--- src/design/sgps_pkg.sv ---
`default_nettype none

package sgps_pkg;

	// fixed widths of the register file and payload
	localparam int unsigned COLOR_W = 16;
	localparam int unsigned ADDR_W  = 16;
	localparam int unsigned SCALE_W = 3;
	localparam int unsigned GLYPH_W = 5;
	localparam int unsigned POS_W   = 8;
	localparam int unsigned BYTE_W  = 8;
	localparam int unsigned KIND_W  = 2;
	localparam int unsigned IDX_W   = 3;
	localparam int unsigned DATA_W  = 16;
	localparam int unsigned BITS_W  = 16;

	localparam int unsigned MAX_GLYPH_BITS_DEF = 16;
	localparam int unsigned MAX_SCALE_DEF      = 4;

	// register indexes
	localparam logic [IDX_W-1:0] REG_TEXT_COLOR   = 3'd0;
	localparam logic [IDX_W-1:0] REG_BACK_COLOR   = 3'd1;
	localparam logic [IDX_W-1:0] REG_SCALE        = 3'd2;
	localparam logic [IDX_W-1:0] REG_GLYPH_WIDTH  = 3'd3;
	localparam logic [IDX_W-1:0] REG_GLYPH_HEIGHT = 3'd4;

	localparam logic [COLOR_W-1:0] TEXT_COLOR_RST   = 16'hFFFF;
	localparam logic [COLOR_W-1:0] BACK_COLOR_RST   = 16'h0000;
	localparam logic [SCALE_W-1:0] SCALE_RST        = 3'd1;
	localparam logic [GLYPH_W-1:0] GLYPH_WIDTH_RST  = 5'd8;
	localparam logic [GLYPH_W-1:0] GLYPH_HEIGHT_RST = 5'd16;

	// input commands
	localparam logic CMD_BEGIN = 1'b0;
	localparam logic CMD_ROW   = 1'b1;

	// result kinds
	localparam logic [KIND_W-1:0] KIND_CMD   = 2'd0;
	localparam logic [KIND_W-1:0] KIND_PARAM = 2'd1;
	localparam logic [KIND_W-1:0] KIND_PIXEL = 2'd2;

	// controller opcodes
	localparam logic [BYTE_W-1:0] OP_ROW_SET   = 8'h2B;
	localparam logic [BYTE_W-1:0] OP_COL_SET   = 8'h2A;
	localparam logic [BYTE_W-1:0] OP_MEM_WRITE = 8'h2C;

	// operands of the shared multiply-add: a + b*c - dec
	typedef struct packed {
		logic [ADDR_W-1:0] a;
		logic [ADDR_W-1:0] b;
		logic [POS_W-1:0]  c;
		logic              dec;
	} madd_op_t;

endpackage

`default_nettype wire

--- src/design/sgps_madd.sv ---
`default_nettype none

module sgps_madd (
	input  wire logic                            clk,
	input  wire sgps_pkg::madd_op_t              op,
	output logic     [sgps_pkg::ADDR_W-1:0]      res_q
);

	logic [sgps_pkg::ADDR_W+sgps_pkg::POS_W-1:0] prod;
	logic [sgps_pkg::ADDR_W-1:0]                 sum;

	assign prod = op.b * op.c;
	// everything wraps to 16 bits
	assign sum  = op.a + prod[sgps_pkg::ADDR_W-1:0]
		- {{(sgps_pkg::ADDR_W-1){1'b0}}, op.dec};

	always_ff @(posedge clk) begin
		res_q <= sum;
	end

endmodule

`default_nettype wire

--- src/design/scaled_glyph_pixel_streamer_top.sv ---
`default_nettype none

// channel   | ports                                              | handshake
// ----------+----------------------------------------------------+------------------------
// item in   | command x_origin y_origin char_position glyph_bits | start while busy is low
// result    | kind byte_value pixel_color repeat_res last        | strobe, one cycle
// config    | wr_index wr_data                                   | wr_en, any cycle
//
// begin item: the window addresses go through the shared multiply-add unit first,
// then 11 beats at one a cycle
// glyph-row item: scale*glyph_width beats at one a cycle, up to 64
// busy is high from the cycle after start until the last beat is on the ports
// arst_n clears the registers to their reset values and the sequencer to idle
// the receiver cannot stall: every beat is taken in the cycle it is shown

module scaled_glyph_pixel_streamer_top #(
	parameter int unsigned MAX_GLYPH_BITS = sgps_pkg::MAX_GLYPH_BITS_DEF,
	parameter int unsigned MAX_SCALE      = sgps_pkg::MAX_SCALE_DEF
) (
	input  wire logic                          clk,
	input  wire logic                          arst_n,
	input  wire logic                          start,
	output logic                               busy,
	input  wire logic                          command,
	input  wire logic [sgps_pkg::ADDR_W-1:0]   x_origin,
	input  wire logic [sgps_pkg::ADDR_W-1:0]   y_origin,
	input  wire logic [sgps_pkg::POS_W-1:0]    char_position,
	input  wire logic [sgps_pkg::BITS_W-1:0]   glyph_bits,
	input  wire logic                          wr_en,
	input  wire logic [sgps_pkg::IDX_W-1:0]    wr_index,
	input  wire logic [sgps_pkg::DATA_W-1:0]   wr_data,
	output logic                               strobe,
	output logic      [sgps_pkg::KIND_W-1:0]   kind,
	output logic      [sgps_pkg::BYTE_W-1:0]   byte_value,
	output logic      [sgps_pkg::COLOR_W-1:0]  pixel_color,
	output logic      [sgps_pkg::SCALE_W-1:0]  repeat_res,
	output logic                               last
);

	localparam logic [sgps_pkg::SCALE_W-1:0] SCALE_MAX = sgps_pkg::SCALE_W'(MAX_SCALE);
	localparam logic [sgps_pkg::GLYPH_W-1:0] GLYPH_MAX = sgps_pkg::GLYPH_W'(MAX_GLYPH_BITS);
	localparam int unsigned HDR_BEATS = 11;
	localparam int unsigned HDR_W     = $clog2(HDR_BEATS);
	localparam int unsigned CALC_W    = 3;

	typedef enum logic [3:0] {
		ST_IDLE = 4'b0001,
		ST_CALC = 4'b0010,
		ST_HDR  = 4'b0100,
		ST_PIX  = 4'b1000
	} state_t;

	state_t state_q;

	// register file
	logic [sgps_pkg::COLOR_W-1:0] text_color_q;
	logic [sgps_pkg::COLOR_W-1:0] back_color_q;
	logic [sgps_pkg::SCALE_W-1:0] scale_q;
	logic [sgps_pkg::GLYPH_W-1:0] glyph_width_q;
	logic [sgps_pkg::GLYPH_W-1:0] glyph_height_q;

	always_ff @(posedge clk or negedge arst_n) begin
		if (!arst_n) begin
			text_color_q   <= sgps_pkg::TEXT_COLOR_RST;
			back_color_q   <= sgps_pkg::BACK_COLOR_RST;
			scale_q        <= sgps_pkg::SCALE_RST;
			glyph_width_q  <= sgps_pkg::GLYPH_WIDTH_RST;
			glyph_height_q <= sgps_pkg::GLYPH_HEIGHT_RST;
		end else if (wr_en) begin
			case (wr_index)
				sgps_pkg::REG_TEXT_COLOR:   text_color_q   <= wr_data;
				sgps_pkg::REG_BACK_COLOR:   back_color_q   <= wr_data;
				sgps_pkg::REG_SCALE:        scale_q        <= wr_data[sgps_pkg::SCALE_W-1:0];
				sgps_pkg::REG_GLYPH_WIDTH:  glyph_width_q  <= wr_data[sgps_pkg::GLYPH_W-1:0];
				sgps_pkg::REG_GLYPH_HEIGHT: glyph_height_q <= wr_data[sgps_pkg::GLYPH_W-1:0];
				default: ;
			endcase
		end
	end

	// clamped sizes
	logic [sgps_pkg::SCALE_W-1:0] s_c;
	logic [sgps_pkg::GLYPH_W-1:0] w_c;
	logic [sgps_pkg::GLYPH_W-1:0] h_c;

	always_comb begin
		s_c = scale_q;
		if (scale_q == '0) s_c = sgps_pkg::SCALE_W'(1);
		else if (scale_q > SCALE_MAX) s_c = SCALE_MAX;
		w_c = glyph_width_q;
		if (glyph_width_q == '0) w_c = sgps_pkg::GLYPH_W'(1);
		else if (glyph_width_q > GLYPH_MAX) w_c = GLYPH_MAX;
		h_c = glyph_height_q;
		if (glyph_height_q == '0) h_c = sgps_pkg::GLYPH_W'(1);
		else if (glyph_height_q > GLYPH_MAX) h_c = GLYPH_MAX;
	end

	// latched item
	logic [sgps_pkg::ADDR_W-1:0]  x0_q;
	logic [sgps_pkg::ADDR_W-1:0]  y0_q;
	logic [sgps_pkg::POS_W-1:0]   pos_q;
	logic [sgps_pkg::BITS_W-1:0]  bits_q;
	logic [sgps_pkg::SCALE_W-1:0] s_q;
	logic [sgps_pkg::GLYPH_W-1:0] w_q;
	logic [sgps_pkg::GLYPH_W-1:0] h_q;

	// window results
	logic [sgps_pkg::ADDR_W-1:0] x_end_q;
	logic [sgps_pkg::ADDR_W-1:0] ws_q;
	logic [sgps_pkg::ADDR_W-1:0] y_start_q;
	logic [sgps_pkg::ADDR_W-1:0] y_end_q;

	logic [CALC_W-1:0]           calc_q;
	logic [HDR_W-1:0]            hdr_q;
	logic [sgps_pkg::SCALE_W-1:0] pass_q;
	logic [sgps_pkg::GLYPH_W-1:0] col_q;
	logic [sgps_pkg::BITS_W-1:0]  shift_q;

	sgps_pkg::madd_op_t          op;
	logic [sgps_pkg::ADDR_W-1:0] madd_res;

	sgps_madd u_madd (
		.clk   (clk),
		.op    (op),
		.res_q (madd_res)
	);

	// step 0 x end, 1 width*scale, 2 y start, 3 y end; each result lands in the next cycle
	always_comb begin
		op = '{a: '0, b: '0, c: '0, dec: 1'b0};
		case (calc_q)
			CALC_W'(0): op = '{a: x0_q, b: sgps_pkg::ADDR_W'(h_q),
				c: sgps_pkg::POS_W'(s_q), dec: 1'b1};
			CALC_W'(1): op = '{a: '0, b: sgps_pkg::ADDR_W'(w_q),
				c: sgps_pkg::POS_W'(s_q), dec: 1'b0};
			CALC_W'(2): op = '{a: y0_q, b: madd_res, c: pos_q, dec: 1'b0};
			CALC_W'(3): op = '{a: madd_res, b: ws_q,
				c: sgps_pkg::POS_W'(1), dec: 1'b1};
			default: ;
		endcase
	end

	// glyph row left-aligned so the first pixel sits at the top bit
	function automatic logic [sgps_pkg::BITS_W-1:0] align_row(
		input logic [sgps_pkg::BITS_W-1:0] b,
		input logic [sgps_pkg::GLYPH_W-1:0] w
	);
		logic [sgps_pkg::GLYPH_W-1:0] sh;
		sh = sgps_pkg::GLYPH_W'(sgps_pkg::BITS_W) - w;
		return b << sh;
	endfunction

	// header beat
	logic [sgps_pkg::KIND_W-1:0] hdr_kind;
	logic [sgps_pkg::BYTE_W-1:0] hdr_byte;

	always_comb begin
		hdr_kind = sgps_pkg::KIND_PARAM;
		case (hdr_q)
			HDR_W'(0): begin
				hdr_kind = sgps_pkg::KIND_CMD;
				hdr_byte = sgps_pkg::OP_ROW_SET;
			end
			HDR_W'(1): hdr_byte = x0_q[15:8];
			HDR_W'(2): hdr_byte = x0_q[7:0];
			HDR_W'(3): hdr_byte = x_end_q[15:8];
			HDR_W'(4): hdr_byte = x_end_q[7:0];
			HDR_W'(5): begin
				hdr_kind = sgps_pkg::KIND_CMD;
				hdr_byte = sgps_pkg::OP_COL_SET;
			end
			HDR_W'(6): hdr_byte = y_start_q[15:8];
			HDR_W'(7): hdr_byte = y_start_q[7:0];
			HDR_W'(8): hdr_byte = y_end_q[15:8];
			HDR_W'(9): hdr_byte = y_end_q[7:0];
			default: begin
				hdr_kind = sgps_pkg::KIND_CMD;
				hdr_byte = sgps_pkg::OP_MEM_WRITE;
			end
		endcase
	end

	logic hdr_done;
	logic col_done;
	logic pass_done;

	assign hdr_done  = (hdr_q == HDR_W'(HDR_BEATS - 1));
	assign col_done  = (col_q == w_q - sgps_pkg::GLYPH_W'(1));
	assign pass_done = (pass_q == s_q - sgps_pkg::SCALE_W'(1));

	// sequencer
	always_ff @(posedge clk or negedge arst_n) begin
		if (!arst_n) begin
			state_q <= ST_IDLE;
			calc_q  <= '0;
			hdr_q   <= '0;
			pass_q  <= '0;
			col_q   <= '0;
		end else begin
			case (state_q)
				ST_IDLE: begin
					calc_q <= '0;
					hdr_q  <= '0;
					pass_q <= '0;
					col_q  <= '0;
					if (start) begin
						state_q <= (command == sgps_pkg::CMD_ROW) ? ST_PIX : ST_CALC;
					end
				end
				ST_CALC: begin
					calc_q <= calc_q + CALC_W'(1);
					if (calc_q == CALC_W'(4)) state_q <= ST_HDR;
				end
				ST_HDR: begin
					hdr_q <= hdr_q + HDR_W'(1);
					if (hdr_done) state_q <= ST_IDLE;
				end
				ST_PIX: begin
					if (col_done) begin
						col_q  <= '0;
						pass_q <= pass_q + sgps_pkg::SCALE_W'(1);
						if (pass_done) state_q <= ST_IDLE;
					end else begin
						col_q <= col_q + sgps_pkg::GLYPH_W'(1);
					end
				end
				default: state_q <= ST_IDLE;
			endcase
		end
	end

	// item and window datapath
	always_ff @(posedge clk) begin
		if (state_q == ST_IDLE && start) begin
			x0_q    <= x_origin;
			y0_q    <= y_origin;
			pos_q   <= char_position;
			bits_q  <= glyph_bits;
			s_q     <= s_c;
			w_q     <= w_c;
			h_q     <= h_c;
			shift_q <= align_row(glyph_bits, w_c);
		end else if (state_q == ST_PIX) begin
			shift_q <= col_done ? align_row(bits_q, w_q) : (shift_q << 1);
		end
		if (state_q == ST_CALC) begin
			case (calc_q)
				CALC_W'(1): x_end_q   <= madd_res;
				CALC_W'(2): ws_q      <= madd_res;
				CALC_W'(3): y_start_q <= madd_res;
				CALC_W'(4): y_end_q   <= madd_res;
				default: ;
			endcase
		end
	end

	// result register
	always_ff @(posedge clk or negedge arst_n) begin
		if (!arst_n) begin
			strobe <= 1'b0;
			last   <= 1'b0;
		end else begin
			strobe <= (state_q == ST_HDR) || (state_q == ST_PIX);
			last   <= ((state_q == ST_HDR) && hdr_done)
				|| ((state_q == ST_PIX) && col_done && pass_done);
		end
	end

	always_ff @(posedge clk) begin
		if (state_q == ST_PIX) begin
			kind        <= sgps_pkg::KIND_PIXEL;
			byte_value  <= '0;
			pixel_color <= shift_q[sgps_pkg::BITS_W-1] ? text_color_q : back_color_q;
			repeat_res  <= s_q;
		end else begin
			kind        <= hdr_kind;
			byte_value  <= hdr_byte;
			pixel_color <= '0;
			repeat_res  <= '0;
		end
	end

	assign busy = (state_q != ST_IDLE);

	// the final beat of an item goes out as the sequencer returns to idle
	a_last_idle: assert property (@(posedge clk) disable iff (!arst_n)
		strobe && last |-> !busy)
		else $error("last beat shown while still busy");

	// a beat seen while idle can only be the closing one
	a_idle_beat: assert property (@(posedge clk) disable iff (!arst_n)
		!busy && strobe |-> last)
		else $error("non-final beat while idle");

	a_accept_busy: assert property (@(posedge clk) disable iff (!arst_n)
		start && !busy |=> busy)
		else $error("accepted item did not raise busy");

	a_run_len: assert property (@(posedge clk) disable iff (!arst_n)
		strobe && kind == sgps_pkg::KIND_PIXEL |->
			repeat_res != '0 && repeat_res <= SCALE_MAX)
		else $error("pixel run length outside scale range");

	a_hdr_no_pixel: assert property (@(posedge clk) disable iff (!arst_n)
		strobe && kind != sgps_pkg::KIND_PIXEL |-> repeat_res == '0 && pixel_color == '0)
		else $error("header beat carries pixel data");

endmodule

`default_nettype wire

--- config.mk ---
export PLATFORM = sky130hd
export DESIGN_NAME = scaled_glyph_pixel_streamer_top
export DESIGN_NICKNAME = d
export VERILOG_FILES = /design/src/design/sgps_pkg.sv /design/src/design/sgps_madd.sv /design/src/design/scaled_glyph_pixel_streamer_top.sv
export SDC_FILE = /design/constraint.sdc
export NUM_CORES = 1
export LEC_CHECK = 0
export ABC_AREA = 1
export ABC_CLOCK_PERIOD_IN_PS = 8850
export BUFFER_PORTS_ARGS = -buffer_cell sky130_fd_sc_hd__buf_2
export CAP_MARGIN = 20
export CORE_MARGIN = 5
export CORE_UTILIZATION = 30
export DETAILED_ROUTE_END_ITERATION = 8
export REMOVE_ABC_BUFFERS = 1
export SYNTH_ARGS = -nofsm -noshare
export SYNTH_HDL_FRONTEND = slang
export SYNTH_SLANG_ARGS = --single-unit
--- constraint.sdc ---
create_clock -name clk -period 8.85 [get_ports clk]
set_clock_uncertainty 0.15 [all_clocks]
set_input_delay 1.3275 -clock clk [delete_from_list [all_inputs] [get_ports clk]]
set_output_delay 1.3275 -clock clk [all_outputs]
set_load 0.005 [all_outputs]
=== Word level (Yosys, flattened, before mapping) ===
Cells that the tools add are included.

* Add/subtract/negate cells: 10
* $mul: 1
* $lt $le $gt $ge: 3
* Equal/unequal tests: 30
* Shift operators: 2
* Multiplexer cells: 24
* Reduce and logical (&&, ||, !) cells: 30

{| class="wikitable"
|+ Operators with widths
! kind !! count
|-
| case mux 41 bit (4 select lines) || 1
|-
| case mux 8 bit (10 select lines) || 1
|-
| two-way mux 16 bit || 4
|-
| left shift 16 x 5 -> 16 bit || 2
|-
| two-way mux 4 bit || 6
|-
| == test 4 x 3 -> 1 bit (second input constant) || 5
|-
| two-way mux 5 bit || 4
|-
| AND reduction 2 bit || 10
|-
| adder 16 bit || 1
|-
| == test 4 bit (second input constant) || 4
|-
| multiplier 16 x 8 -> 16 bit || 1
|-
| case mux 4 bit (4 select lines) || 1
|-
| subtractor 16 x 1 -> 16 bit || 1
|-
| == test 3 x 2 -> 1 bit (second input constant) || 4
|-
| == test 4 x 2 -> 1 bit (second input constant) || 3
|-
| case mux 3 bit (2 select lines) || 2
|-
| greater-than comparator 5 bit (second input constant) || 2
|-
| zero test 5 bit || 2
|-
| != test 2 bit (second input constant) || 5
|-
| case mux 5 bit (2 select lines) || 1
|-
| subtractor 5 bit (first input constant) || 2
|-
| zero test 3 bit || 3
|-
| == test 4 x 1 -> 1 bit (second input constant) || 2
|-
| case mux 4 bit (2 select lines) || 1
|-
| other kinds (20) || 32
|}

* Register bits: 260
* Bits of input ports: 80
* Output and inout bits: 32
* Logic and storage cells: 131

=== Depth between registers and ports, before layout ===
Gate-level depths: netlist of the first run.

* Word-level depth: 6
* Gate-level depth with buffers: 27

=== By module ===
Synthesis of the first run repeated with hierarchy kept, for this count alone.

* Cell total of the unflattened synthesis: 1808
* Area total of the unflattened synthesis: 15552.4 um^2

{| class="wikitable"
|+ Modules (own cells, without submodules)
! module !! instances !! cells each !! area an instance (um^2) !! sequential area each (um^2)
|-
| scaled_glyph_pixel_streamer_top || 1 || 1260 || 11484.8 || 6731.5
|-
| sgps_madd || 1 || 548 || 4067.7 || 320.3
|}

=== Worst setup path after synthesis of the first run ===
Ideal clock, no wire load.

* Path kind: register to register
* From: register calc_q[2]
* To: register u_madd.res_q[12] (netlist bit)
* Setup time: 121 ps
* Arrival: 5436 ps
* Required time: 8579 ps
* Slack: 3143 ps
* Cell stages (with the launch flop): 27
* Clock period less this slack: 5707 ps
* Cell sequence: dfrtp_1 > inv_2 > buf_2 > ha_1 > buf_2 > buf_1 > nand2_1 > o21ai_0 > nor2_1 > inv_1 > nand2_1 > fa_1 > inv_1 > fa_1 > fa_1 > fa_1 > inv_1 > fa_1 > inv_1 > ha_1 > a21oi_1 > o21ai_0 > a21oi_1 > o21ai_0 > nand3_1 > nand2_1 > xor2_1

* Word-level cells in the longest chain between the ends: 5

{| class="wikitable"
|+ Ends and longest elaborated chain
! element !! RTL line !! RTL
|-
| start: declaration || scaled_glyph_pixel_streamer_top.sv:113 || <nowiki>logic [CALC_W-1:0] calc_q;</nowiki>
|-
| start signal: assignment || scaled_glyph_pixel_streamer_top.sv:211 || <nowiki>calc_q <= calc_q + CALC_W'(1);</nowiki>
|-
| == test 3 x 2 -> 1 bit, or another cell as far along || scaled_glyph_pixel_streamer_top.sv:131 || <nowiki>case (calc_q)</nowiki>
|-
| case mux 41 bit (4 select lines) (*) || scaled_glyph_pixel_streamer_top.sv:131 ||
|-
| multiplier 16 x 8 -> 16 bit || sgps_madd.sv:12 || <nowiki>assign prod = op.b * op.c;</nowiki>
|-
| adder 16 bit || sgps_madd.sv:14 || <nowiki>assign sum = op.a + prod[sgps_pkg::ADDR_W-1:0]</nowiki>
|-
| subtractor 16 x 1 -> 16 bit (*) || sgps_madd.sv:15 || <nowiki>- {{(sgps_pkg::ADDR_W-1){1'b0}}, op.dec};</nowiki>
|-
| named net u_madd.sum, one bit || sgps_madd.sv:10 || <nowiki>logic [sgps_pkg::ADDR_W-1:0] sum;</nowiki>
|-
| end signal: assignment || sgps_madd.sv:18 || <nowiki>res_q <= sum;</nowiki>
|-
| end: declaration || sgps_madd.sv:6 || <nowiki>output logic [sgps_pkg::ADDR_W-1:0] res_q</nowiki>
|}

Mark *: on every way through the listed nets, which the timed path passes. The rest lies on a longest branch.
A chain may end at the register's enable or synchronous reset.

=== Worst setup path after layout of the first run ===
Ends and elaborated chain as after synthesis.

==> results of run 1 <==
[stage by stage]
stage	area, um2	utilization	instances	worst slack (ns)
floorplan	15100	-	1667	2.87
global placement	16500	0.329	2459	1.98
detailed placement	16500	0.329	2459	1.76
CTS	17600	0.349	2517	1.77
global route	17600	0.349	2517	1.21
finish	17600	0.349	2517	1.69
[cell families (layout without fill, tap and decap cells)]
logic type	Yosys count	count (layout)	share of synthesized area
muxes	1	1	0.000654
DFF	260	260	0.461
AOI/OAI and AO/OA	238	238	0.0901
xor gates and xnor gates	26	26	0.0188
buffers and inverters	311	443	0.0792
adders and majority gates	132	132	0.146
and+or+nand+nor	745	745	0.204
[synthesized netlist by cell type (5+ instances only)]
cell type / n
buf_2: 14
clkbuf_1: 24
nand2_2: 5
inv_1: 249
or2_2: 5
a21oi_1: 46
o21ai_0: 109
nand2_1: 477
a31oi_1: 6
edfxtp_1: 149
o22ai_1: 18
fa_1: 78
o21ai_1: 14
nor2_1: 109
ha_1: 54
xnor2_1: 9
dfxtp_1: 45
nand3_1: 120
xor2_1: 12
a221oi_1: 17
dfrtp_1: 46
inv_2: 11
dfstp_2: 20
a41oi_1: 5
nand4_1: 7
[layer usage]
metal | wire (um) | vias up | track usage
met1 | 18100 | 5779 | 0.193
met4 | 1010 | 0 | 0.0355
li1 | - | 5784 | -
met2 | 19500 | 321 | 0.242
met5 | 0 | - | 0
met3 | 2470 | 65 | 0.0272
[flip-flops by register name, summed over array words and instances, names as in the netlist, 16 cells and up]
signal	cells
y_start_q	16
y0_q	16
text_color_q	16
bits_q	16
ws_q	16
x0_q	16
u_madd.res_q	16
shift_q	16
x_end_q	16
y_end_q	16
back_color_q	16
pixel_color	16
[worst max-delay path, delay by kind of cell, from the launching register on]
| kind | cells | cell delay, ns |
|---|---|---|
| adders and majority gates | 7 | 3.71 |
| DFF | 1 | 0.42 |
| AOI/OAI and AO/OA | 4 | 1.30 |
| xor gates and xnor gates | 1 | 0.13 |
| buffers and inverters | 5 | 0.86 |
| and+or+nand+nor | 4 | 0.50 |
[area by class of cell]
cell class                 count  area (um2)  area share
clock buffer                  39         878      0.0500
clock inverter                19         141     0.00805
inverter                     265         997      0.0568
multi-input combinational   1142        7030       0.400
sequential                   260        7050       0.401
tap                          672         841      0.0479
timing repair buffer         120         623      0.0355
[path summary, 6_finish.rpt]
| check | end | cells after the start |
|---|---|---|
| worst max-delay path | u_madd.res_q[12] | 21 |
| worst min-delay path | back_color_q[14] | 2 |
| worst max register to register | u_madd.res_q[12] | 21 |
| worst min register to register | back_color_q[14] | 2 |
| max in group asynchronous | hdr_q[0] | 2 |
| min in group asynchronous | back_color_q[10] | 2 |
==> summary.md, run 1 <==
| Metric | Value |
|---|---|
| Outcome | `finished, final reports clean` |
| Commonest non-fill, non-tap cell in the layout | `nand2_1` |
| Rows | `82` |
| GR Overflow Total | `0` |
| Post-layout min period | `7.16 ns` |
| Synth area leaders | `edfxtp_1 29%, nand2_1 12%, fa_1 10%` |
| Most frequent cells in the layout | `477 x nand2_1, 249 x inv_1, 149 x edfxtp_1, 120 x nand3_1, 111 x buf_2` |
| Post-synthesis cell count | `1713` |
| H-tree depth | `1` |
| RSZ-0062 raised after global routing | `no` |
| First-pass GRT wire length | `65.2 mm` |
| Count of final setup violators | `0` |
| Critical path, cell by cell | `inv_2 -> ha_1 -> inv_1 -> o22ai_1 -> nand2_1 -> fa_1 -> inv_1 -> fa_1 -> fa_1 -> fa_1 -> inv_1 -> fa_1 -> inv_1 -> ha_1 -> nand2_1 -> o21ai_0 -> a21oi_1 -> o21ai_0 -> nand3_1 -> nand2_1 -> xor2_1` |
| 1st-pass router iterations | `5` |
| Initial antenna violation count | `0` |
| Area share of the largest cell type after synthesis | `0.293` |
| Routability cong. | `0.897` |
| Fill count | `5207` |
| Crit-path max cell delay | `0.84 ns` |
| Hold slack | `0.330 ns` |
| Post-CTS Hold Buffers | `0` |
| Slew @ Worst Pin | `0.984 ns` |
| Tcrit/Tclk final | `0.809` |
| Number of vias per cell | `4.75` |
| Synth Flop Type | `edfxtp_1` |
| Nets | `2032` |
| Post-CTS setup buffers | `0` |
| Startpoint Class | `flip-flop` |
| Slack of the worst reg-to-reg path | `1.69 ns` |
| Critical Path RT | `9.21 ns` |
| Total CTS buffers | `31` |
| Clk pin slew, worst setup/hold paths | `0.07 ns` |
| Crit path max fanout | `24` |
| CTS tree | `built` |
| Post-synth EDFFs | `149` |
| FF+latch count, synth | `260` |
| Chip height | `236 um` |
| Register area share after synthesis | `0.461` |
| DPL Wire Length | `30.3 mm` |
| Io pins | `112` |
| Post-synth cell types | `57` |
| Post-synthesis async set-or-reset flop share | `0.254` |
| Ant. Diodes | `0` |
| Max Cap Viol | `0` |
| Setup TNS | `0 ns` |
| Crit end category | `flip-flop` |
| Initial DRC count | `793` |
| Post-CTS Resized | `0` |
| Post-DRT Antenna Nets | `0` |
| Synthesized cell area | `15300 um2` |
| Clock buffer depth | `3` |
| Number of global-route vias before repair | `12000` |
| Largest net degree at the start of global routing | `70` |
| Yosys Warn Count | `0` |
| HP Start | `back_color_q[14]` |
| IO buf count | `111` |
| Relative slew slack | `0.344` |
| Routed WL per cell | `16.3 um` |
| Source of the worst register-to-register timing path | `calc_q[2]` |
| Vias | `11900` |
| Hold Crit Class | `flip-flop to flip-flop` |
| Max Slew Vio Count | `0` |
| Slowest CP cell | `ha_1` |
| Synthesis-to-finish area growth | `14.8%` |
| Fraction of layout cells with a size suffix above 1 | `0.128` |
| Overall routing resource usage | `0.144` |
| Die ar. | `55600 um2` |
| Root buffer cell | `clkbuf_16` |
| Crit path from | `calc_q[2]` |
| Fin. Hold Viols | `0` |
| Maximum clock frequency | `140 MHz` |
| Worst-Skew Late Latency | `0.59 ns` |
| Worst path most repeated cell | `fa_1` |
| Initial Util | `0.304` |
| DRC violations left | `0` |
| Leading area contributor after synthesis | `edfxtp_1` |
| Die X | `236 um` |
| Overall routed net length | `41.0 mm` |
| Syn avg cell area | `8.93 um2` |
| Clk sinks | `260` |
| CP Data Arrival Time | `7.52 ns` |
| Crit Path Category | `flip-flop to flip-flop` |
| Core footprint | `50300 um2` |
Power of run 1 is not shown: default switching activity piles up to over one toggle a cycle in this logic, so the estimate is an artifact.
==> run 2, diff against run 1 <==
--- a/config.mk
+++ b/config.mk
@@ -6,7 +6,7 @@
 export NUM_CORES = 1
 export LEC_CHECK = 0
 export ABC_AREA = 1
-export ABC_CLOCK_PERIOD_IN_PS = 8850
+export ABC_CLOCK_PERIOD_IN_PS = 6700
 export BUFFER_PORTS_ARGS = -buffer_cell sky130_fd_sc_hd__buf_2
 export CAP_MARGIN = 20
 export CORE_MARGIN = 5
==> constraint.sdc (replaced) <==
create_clock -name clk -period 6.7 [get_ports clk]
set_clock_uncertainty 0.15 [all_clocks]
set_input_delay 1.005 -clock clk [delete_from_list [all_inputs] [get_ports clk]]
set_output_delay 1.005 -clock clk [all_outputs]
set_load 0.005 [all_outputs]
==> run 2 against run 1 <==
  * Maximum frequency increased by 13%
  * Count of clock-buffer cells in the layout increased by 4
  * Register-to-register slack got worse by 1.3 ns
==> summary.md, run 2 (same netlist as run 1, synthesis figures left out) <==
| Metric | Value |
|---|---|
| Outcome | `finished, final reports clean` |
| Vias | `11900 (-0.084%)` |
| Hold Crit Class | `flip-flop to flip-flop` |
| Startpoint Class | `flip-flop` |
| Ant. Diodes | `0 (unchanged)` |
| Largest net degree at the start of global routing | `70 (unchanged)` |
| Post-DP Area | `16600 um2 (+0.14%)` |
| Slowest CP cell | `fa_1` |
| Routability cong. | `0.884 (-1.5%)` |
| Initial DRC count | `1002 (+26%)` |
| Initial Util | `0.304 (unchanged)` |
| DRC violations left | `0 (unchanged)` |
| RSZ-0062 raised after global routing | `no` |
| Critical Path RT | `7.02 ns (-2.19 ns)` |
| P_int | `5.49 mW` |
| Fraction of layout cells with a size suffix above 1 | `0.127 (-0.00176)` |
| Max Slew Vio Count | `0 (unchanged)` |
| Clk sinks | `260 (unchanged)` |
| Total CTS buffers | `31 (unchanged)` |
| Overall routed net length | `40.9 mm (-0.27%)` |
| Seq pwr share | `0.240` |
| Power per Cell Area | `596 nW/um2` |
| Crit path max fanout | `17 (-29%)` |
| H-tree depth | `1 (unchanged)` |
| Clk pwr share | `0.150` |
| Rows | `82 (unchanged)` |
| Initial antenna violation count | `0 (unchanged)` |
| IO buf count | `111 (unchanged)` |
| Clock buffer depth | `3 (unchanged)` |
| Max Cap Viol | `0 (unchanged)` |
| Slew @ Worst Pin | `1.00 ns (+0.0179 ns)` |
| Maximum clock frequency | `158 MHz (+13%)` |
| Number of global-route vias before repair | `11900 (-0.24%)` |
| Commonest non-fill, non-tap cell in the layout | `nand2_1` |
| Cell leakage power | `7.87 nW` |
| Post-DRT Antenna Nets | `0 (unchanged)` |
| Post-layout min period | `6.31 ns (-0.849 ns)` |
| Crit-path max cell delay | `0.51 ns (-0.33 ns)` |
| Overall routing resource usage | `0.144 (+0.000294)` |
| CP Data Arrival Time | `6.63 ns (-0.89 ns)` |
| Routed WL per cell | `16.2 um (-0.35%)` |
| Root buffer cell | `clkbuf_16` |
| Synthesis-to-finish area growth | `14.5%` |
| First-pass GRT wire length | `65.1 mm (-0.26%)` |
| Nets | `2035 (+0.15%)` |
| Relative slew slack | `0.331 (-0.0136)` |
| Switch Pwr | `4.95 mW` |
| Setup TNS | `0 ns (unchanged)` |
| Max rail drop VDD | `717 uV` |
| Io pins | `112 (unchanged)` |
| Tcrit/Tclk final | `0.942 (+0.133)` |
| Crit end category | `flip-flop` |
| Most frequent cells in the layout | `476 x nand2_1, 249 x inv_1, 149 x edfxtp_1, 120 x nand3_1, 111 x buf_2` |
| Post-CTS setup buffers | `0 (unchanged)` |
| Post-CTS Hold Buffers | `0 (unchanged)` |
| Sw frac | `0.474` |
| Cell area after layout | `17500 um2 (-0.30%)` |
| Count of final setup violators | `0 (unchanged)` |
| Worst path most repeated cell | `inv_1` |
| DPL Wire Length | `30.3 mm (about the same)` |
| Combinational Power Share | `0.610` |
| 1st-pass router iterations | `5 (unchanged)` |
| Core footprint | `50300 um2 (unchanged)` |
| CTS tree | `built` |
| Clk pin slew, worst setup/hold paths | `0.06 ns (about the same)` |
| Chip height | `236 um (unchanged)` |
| Die ar. | `55600 um2 (unchanged)` |
| Fin. Hold Viols | `0 (unchanged)` |
| Number of vias per cell | `4.74 (-0.16%)` |
| Die X | `236 um (unchanged)` |
| GR Overflow Total | `0 (unchanged)` |
| Crit Path Category | `flip-flop to flip-flop` |
| Worst-Skew Late Latency | `0.58 ns (about the same)` |
| Post-CTS Resized | `0 (unchanged)` |
[run 2: critical path, delay by kind of cell (launching register included)]
| kind | cells | cell delay [ns] |
|---|---|---|
| compound gates | 3 | 0.62 |
| fa+ha+maj | 7 | 2.91 |
| buf+inv | 8 | 0.73 |
| flops | 1 | 0.40 |
| simple gates | 8 | 1.39 |
[run 2: area by class of cell]
class / count / area, um2
fillers: 5250 / 32800
clock buffers: 43 / 852
multi-input cells: 1142 / 7040
well taps: 672 / 841
flip-flops and latches: 260 / 7050
repair buffers: 123 / 646
clock inverters: 14 / 81.3
inverters: 265 / 997
[run 2: through the flow]
step	std cells	power, mW	setup WS, ns	utilization	hold WS (ns)
after floorplan	1667	7.27	0.722	-	0.303
final	2519	10.4	0.389	0.348	0.333
after detailed placement	2462	8.89	0.223	0.330	0.323
after global placement	2462	8.82	0.452	0.330	0.315
after global routing	2519	11.6	0.00404	0.348	0.362
after CTS	2519	10.5	0.212	0.348	0.338
[run 2: path summary, 6_finish.rpt]
check | from | to | slack (ns) | cells past startpoint
max in group asynchronous | arst_n | strobe | 5.34 | 2
hold reg to reg | back_color_q[13] | back_color_q[13] | 0.33 | 2
setup / recovery | calc_q[0] | u_madd.res_q[15] | 0.39 | 26
min in group asynchronous | arst_n | back_color_q[15] | 0.44 | 2
hold / removal | back_color_q[13] | back_color_q[13] | 0.33 | 2
setup reg to reg | calc_q[0] | u_madd.res_q[15] | 0.39 | 26
[run 2: metal layers]
layer  part of all wire  routed length (um)  track usage
met5                  0                   0            0
met4              0.027                1110       0.0389
met3              0.072                2930       0.0262
met2               0.47               19100        0.238
met1               0.44               17800        0.196
[run 2: power by group through the flow]
stage	combinational, mW	clock [mW]	sequential (mW)
after global routing	7.37	1.68	2.54
after global placement	6.28	0	2.53
after detailed placement	6.35	0	2.54
after floorplan	4.89	0	2.39
after CTS	6.37	1.62	2.51
final	6.36	1.57	2.51
(Power assumes the default switching activity.)
